<file path="config.mk">
export PLATFORM = sky130hd
export DESIGN_NAME = sse_attr_mem
export DESIGN_NICKNAME = d
export VERILOG_FILES = /design/src/hdl/sse_pkg.sv /design/src/hdl/sse_attr_mem.sv
export SDC_FILE = /design/constraint.sdc
export NUM_CORES = 2
export LEC_CHECK = 0
export BUFFER_PORTS_ARGS = -buffer_cell sky130_fd_sc_hd__clkbuf_2
export CAP_MARGIN = 10
export CORE_UTILIZATION = 61
export CTS_BUF_LIST = sky130_fd_sc_hd__clkbuf_8
export DETAILED_ROUTE_END_ITERATION = 6
export GPL_TIMING_DRIVEN = 0
export PLACE_DENSITY = 0.77
export SYNTH_ARGS = -nofsm -noshare
export SYNTH_HDL_FRONTEND = slang
export SYNTH_MEMORY_MAX_BITS = 65536
export SYNTH_SLANG_ARGS = --single-unit
</file>
<file path="constraint.sdc">
create_clock -name clk -period 3.93 [get_ports clk]
set_input_delay 0.1965 -clock clk [delete_from_list [all_inputs] [get_ports clk]]
set_output_delay 0.1965 -clock clk [all_outputs]
set_load 0.05 [all_outputs]
</file>
<file path="src/hdl/sse_pkg.sv">
// Shared types, op and register codes, and sprite size tables for the scanline evaluator.
`default_nettype none
package sse_pkg;

  localparam int SPRITE_COUNT_DEF = 128;
  localparam int MAX_SPRITES_DEF  = 32;
  localparam int MAX_TILES_DEF    = 34;

  localparam logic [1:0] OP_WRITE = 2'd0;
  localparam logic [1:0] OP_EVAL  = 2'd1;
  localparam logic [1:0] OP_FRAME = 2'd2;
  localparam logic [1:0] OP_NOP   = 2'd3;

  localparam logic [2:0] CFG_SIZE_MODE  = 3'd0;
  localparam logic [2:0] CFG_INTERLACE  = 3'd1;
  localparam logic [2:0] CFG_TILE_BASE  = 3'd2;
  localparam logic [2:0] CFG_NAME_SEL   = 3'd3;
  localparam logic [2:0] CFG_FIRST_SPR  = 3'd4;

  typedef struct packed {
    logic [8:0] x;
    logic [7:0] y;
    logic [7:0] chr;
    logic       vflip;
    logic       hflip;
    logic [1:0] prio;
    logic [2:0] pal;
    logic       nsel;
    logic       big;
  } sse_entry_t;

  function automatic logic [6:0] spr_width(input logic [2:0] mode, input logic big);
    logic [6:0] w;
    case (mode)
      3'd0: w = big ? 7'd16 : 7'd8;
      3'd1: w = big ? 7'd32 : 7'd8;
      3'd2: w = big ? 7'd64 : 7'd8;
      3'd3: w = big ? 7'd32 : 7'd16;
      3'd4: w = big ? 7'd64 : 7'd16;
      3'd5: w = big ? 7'd64 : 7'd32;
      3'd6: w = big ? 7'd32 : 7'd16;
      default: w = big ? 7'd32 : 7'd16;
    endcase
    return w;
  endfunction

  function automatic logic [6:0] spr_height(input logic [2:0] mode, input logic big,
                                            input logic il);
    logic [6:0] h;
    case (mode)
      3'd0: h = big ? 7'd16 : 7'd8;
      3'd1: h = big ? 7'd32 : 7'd8;
      3'd2: h = big ? 7'd64 : 7'd8;
      3'd3: h = big ? 7'd32 : 7'd16;
      3'd4: h = big ? 7'd64 : 7'd16;
      3'd5: h = big ? 7'd64 : 7'd32;
      3'd6: h = big ? (il ? 7'd16 : 7'd64) : 7'd32;
      default: h = big ? (il ? 7'd16 : 7'd32) : 7'd32;
    endcase
    return h;
  endfunction

endpackage
`default_nettype wire

</file>
<file path="src/hdl/sse_attr_mem.sv">
// Sprite attribute memory with per-entry valid bits; unwritten entries read as zero.
`default_nettype none
module sse_attr_mem #(
  parameter int SPRITE_COUNT = sse_pkg::SPRITE_COUNT_DEF
) (
  input  wire logic                            clk,
  input  wire logic                            rst_n,
  input  wire logic                            rd_en,
  input  wire logic [$clog2(SPRITE_COUNT)-1:0] rd_addr,
  output sse_pkg::sse_entry_t                  rd_data,
  input  wire logic                            wr_en,
  input  wire logic [$clog2(SPRITE_COUNT)-1:0] wr_addr,
  input  sse_pkg::sse_entry_t                  wr_data
);
  import sse_pkg::*;

  sse_entry_t              mem [SPRITE_COUNT];
  logic [SPRITE_COUNT-1:0] valid_r;
  sse_entry_t              data_r;
  logic                    dvld_r;

  always_ff @(posedge clk) begin
    if (wr_en) begin
      mem[wr_addr] <= wr_data;
    end
    if (rd_en) begin
      data_r <= mem[rd_addr];
    end
  end

  always_ff @(posedge clk) begin
    if (!rst_n) begin
      valid_r <= '0;
      dvld_r  <= 1'b0;
    end else begin
      if (wr_en) begin
        valid_r[wr_addr] <= 1'b1;
      end
      if (rd_en) begin
        dvld_r <= valid_r[rd_addr];
      end
    end
  end

  assign rd_data = dvld_r ? data_r : '0;

endmodule
`default_nettype wire

</file>
==> impl_results.md <==
- Status: finished with violations
- Failing checks: negative setup slack
- Most common cell after layout, fill and taps aside: edfxtp_1
- Syn nets: 7276
- Crit-path max cell delay: 0.92 ns
- Layout cells sized above 1: 0.3024
- Crit path DAT: 4.85 ns
- Initial DRC Count: 12.89k
- Crit. End Element: flop
- Number of I/O port buffers: 80
- Worst-path clk slew: 0.06 ns
- Final Max Slew Viols: 0
- Worst path slowest cell: nor4_1
- Max_slew headroom: 0.1048
- Max-cap violation count: 0
- Vias in the first global route: 85.53k
- Fin crit share: 1.062
- Total die area: 283500 µm²
- Endpoints failing setup: 4
- Achievable frequency: 0.2397 GHz
- Post-route minimum period: 4.172 ns
- Synthesized area: 171600 µm²
- Ys flop type: edfxtp_1
- GPL Wtd Cong: 0.9716
- Hold Path Depth: 2
- Hold_sp: rd_en
- R2R Path End: data_r[23]$_DFFE_PP_
- Worst Hold End: data_r[29]$_DFFE_PP_
- Post-Syn Instances: 7224
- Antenna violations before repair: 37
- Part of the Yosys area used for sequential elements: 0.7825
- Yosys reg bits: 4515
- Via/cell ratio: 6.827
- # IOs: 86
- CP Cell Sequence: buf_2, buf_4, buf_2, buf_2, clkdlybuf4s15_1, mux4_2, mux2i_1, o22ai_1, nor4_1, o211ai_1
- Number of flops mapped to enable cells by yosys: 4386
- Largest net degree at the start of global routing: 129
- Max clock buf depth: 4
- WL/cell: 35.86 µm
- Cell leakage power: 61.99 nW
- Nets: 8272
- Most used cell, CP: buf_2
- Routed Antenna Nets: 0
- Die Wd: 532.4 µm
- Pwr Density: 481.6 nW/µm²
- Synthesis warning total: 0
- Core region area: 279600 µm²
- Most frequent cells in the layout: 4386 x edfxtp_1, 1218 x mux4_2, 714 x clkbuf_8
- RSZ-0062 raised after global routing: yes
- Drt pass-1 iters: 7
- Min-Delay Path Class: in -> reg
- Req. time, crit path: 4.61 ns
- Final TNS setup: -0.4591 ns
- First-pass GRT wire length: 626800 µm
- Crit start category: primary input
- Synth async-reset ratio: 0
- Clk sinks: 4515
- H-tree Lvls: 6
- Root buffer cell: clkbuf_8
- R2r setup slk: 0.41 ns
- Tot GR Track Use: 0.3178
- Total grt overflow: 0
- Via count: 85.18k
- Detailed Place HPWL: 297200 µm
- Clock tree from TritonCTS: built
- Total CTS buffers: 684
- Total design power: 93.80 mW
- Final WS setup: -0.2423 ns
- Avg Cell Area, Syn: 23.76 µm²
- Final hold violations: 0
- Area grow syn2layout: 13.48%
- Clock Latency Late Sink: 1.11 ns
- Chip Height: 532.4 µm
- Peak supply drop: 0.3422 mV
- Starting density of the core: 0.6138
- Fillers: 15.65k
- Reg2Reg Launch Point: mem[32][23]$_DFFE_PP_
- Reg2Reg Depth: 5
- Row cnt: 194
- Distinct cells, synth: 44
- Crit path max fanout: 10
- Slew @ Worst Pin: 1.343 ns
- Clock skew: 0.07718 ns
- DRT Wirelength: 447500 µm
- Kind of critical path: in -> reg
- DRC: 0
-- power breakdown --
part	internal (mW)	switching, mW	total [mW]
sequential	53.0	0.0639	53.1
combinational	1.85	3.42	5.27
clock	17.4	18.0	35.4
total	72.3	21.5	93.8
-- worst max-delay path: cells and delay by family --
family | cells | cell delay [ns]
AO/OA/AOI/OAI | 2 | 0.83
buffers and inverters | 5 | 2.28
AND/OR/NAND/NOR | 1 | 0.92
multiplexers | 2 | 0.56
-- cell families after synthesis --
group,share of synthesized area
buf+inv,0.01154
flops,0.7825
simple gates,0.009412
mux,0.1805
compound gates,0.01610
-- registers in the layout, summed over array words and instances, names as in the netlist --
register / flops
dvld_r: 1
mem: 4352
valid_r: 128
data_r: 34
-- what timing repair did --
item,CTS,global route
hold buffers,42,1
setup endpoints to repair,3,6
resized for setup,3,10
endpoints found under the hold margin,3345,34
setup buffers,0,0
-- per-layer routing --
metal,global-route usage,part of all wire,vias to the layer above
met4,0.1784,0.065,10
met1,0.4228,0.34,44413
met2,0.4854,0.47,6421
met5,0,0.00014,-
li1,-,-,33201
met3,0.08339,0.12,1130
-- how the worst max path moves through the flow --
stage                     startpoint               endpoint  slack [ns]  cells past startpoint
after CTS                 rd_addr[1]   data_r[23]$_DFFE_PP_        0.02                     10
after floorplan           wr_addr[2]  mem[106][0]$_DFFE_PP_        0.94                      5
final                     rd_addr[1]   data_r[31]$_DFFE_PP_       -0.24                     10
after global routing      rd_addr[1]   data_r[29]$_DFFE_PP_       -0.04                     10
after global placement    rd_addr[4]   data_r[12]$_DFFE_PP_       -2.40                      8
after detailed placement  rd_addr[1]   data_r[27]$_DFFE_PP_       -1.33                     10
-- cells in the mapped netlist, types with 2 or more instances --
| cell type | number | area share |
|---|---|---|
| nand3_1 | 15 | 0.00044 |
| dfxtp_1 | 129 | 0.015 |
| mux2i_1 | 351 | 0.020 |
| nand2_1 | 90 | 0.0020 |
| edfxtp_1 | 4386 | 0.77 |
| buf_1 | 69 | 0.0015 |
| nand3b_1 | 6 | 0.00026 |
| or3_1 | 2 | 0.000073 |
| o21ai_0 | 6 | 0.00017 |
| and2_1 | 36 | 0.0013 |
| mux2_2 | 3 | 0.00020 |
| a22oi_1 | 2 | 0.000087 |
| a32oi_1 | 34 | 0.0017 |
| nor3b_1 | 3 | 0.00013 |
| nor2b_1 | 8 | 0.00029 |
| o211ai_1 | 69 | 0.0030 |
| buf_6 | 29 | 0.0019 |
| nand4_1 | 5 | 0.00018 |
| nand2b_1 | 2 | 0.000073 |
| clkbuf_1 | 164 | 0.0036 |
| a31oi_1 | 2 | 0.000073 |
| o22ai_1 | 136 | 0.0050 |
| nor2_1 | 136 | 0.0030 |
| nor4_1 | 34 | 0.0012 |
| o21a_1 | 128 | 0.0056 |
| nand4b_1 | 4 | 0.00020 |
| mux4_2 | 1218 | 0.16 |
| inv_1 | 2 | 0.000044 |
| buf_2 | 107 | 0.0031 |
| nor3_1 | 4 | 0.00012 |
| buf_4 | 31 | 0.0014 |
-- layout make-up --
type                            instances  area [µm²]  share of cell area
Antenna cell                           22       55.05           0.0002827
Buffer                                400        1999             0.01027
Clock buffer                          698        9607             0.04933
Clock inverter                        499        2613             0.01341
Inverter                                3       11.26          0.00005782
Multi-Input combinational cell       2306       36520              0.1875
Sequential cell                      4515      134300              0.6895
Tap cell                             3724        4659             0.02392
Timing Repair Buffer                  310        5010             0.02572
-- metrics by stage --
step	util	worst slack (ns)	hold WS [ns]	instance area, µm²	instances
6_report	0.6965	-0.2423	0.1198	194800	12477
5_1_grt	0.6964	-0.04101	0.09325	194700	12464
4_1_cts	0.6959	0.02150	0.1064	194600	12452
3_5_place_dp	0.6507	-1.327	0.4513	181900	11213
3_3_place_gp	0.6319	-2.395	0.4406	176700	11028
2_1_floorplan	-	0.9418	0.2954	171600	7224
Power figures use the tool's default switching activity.
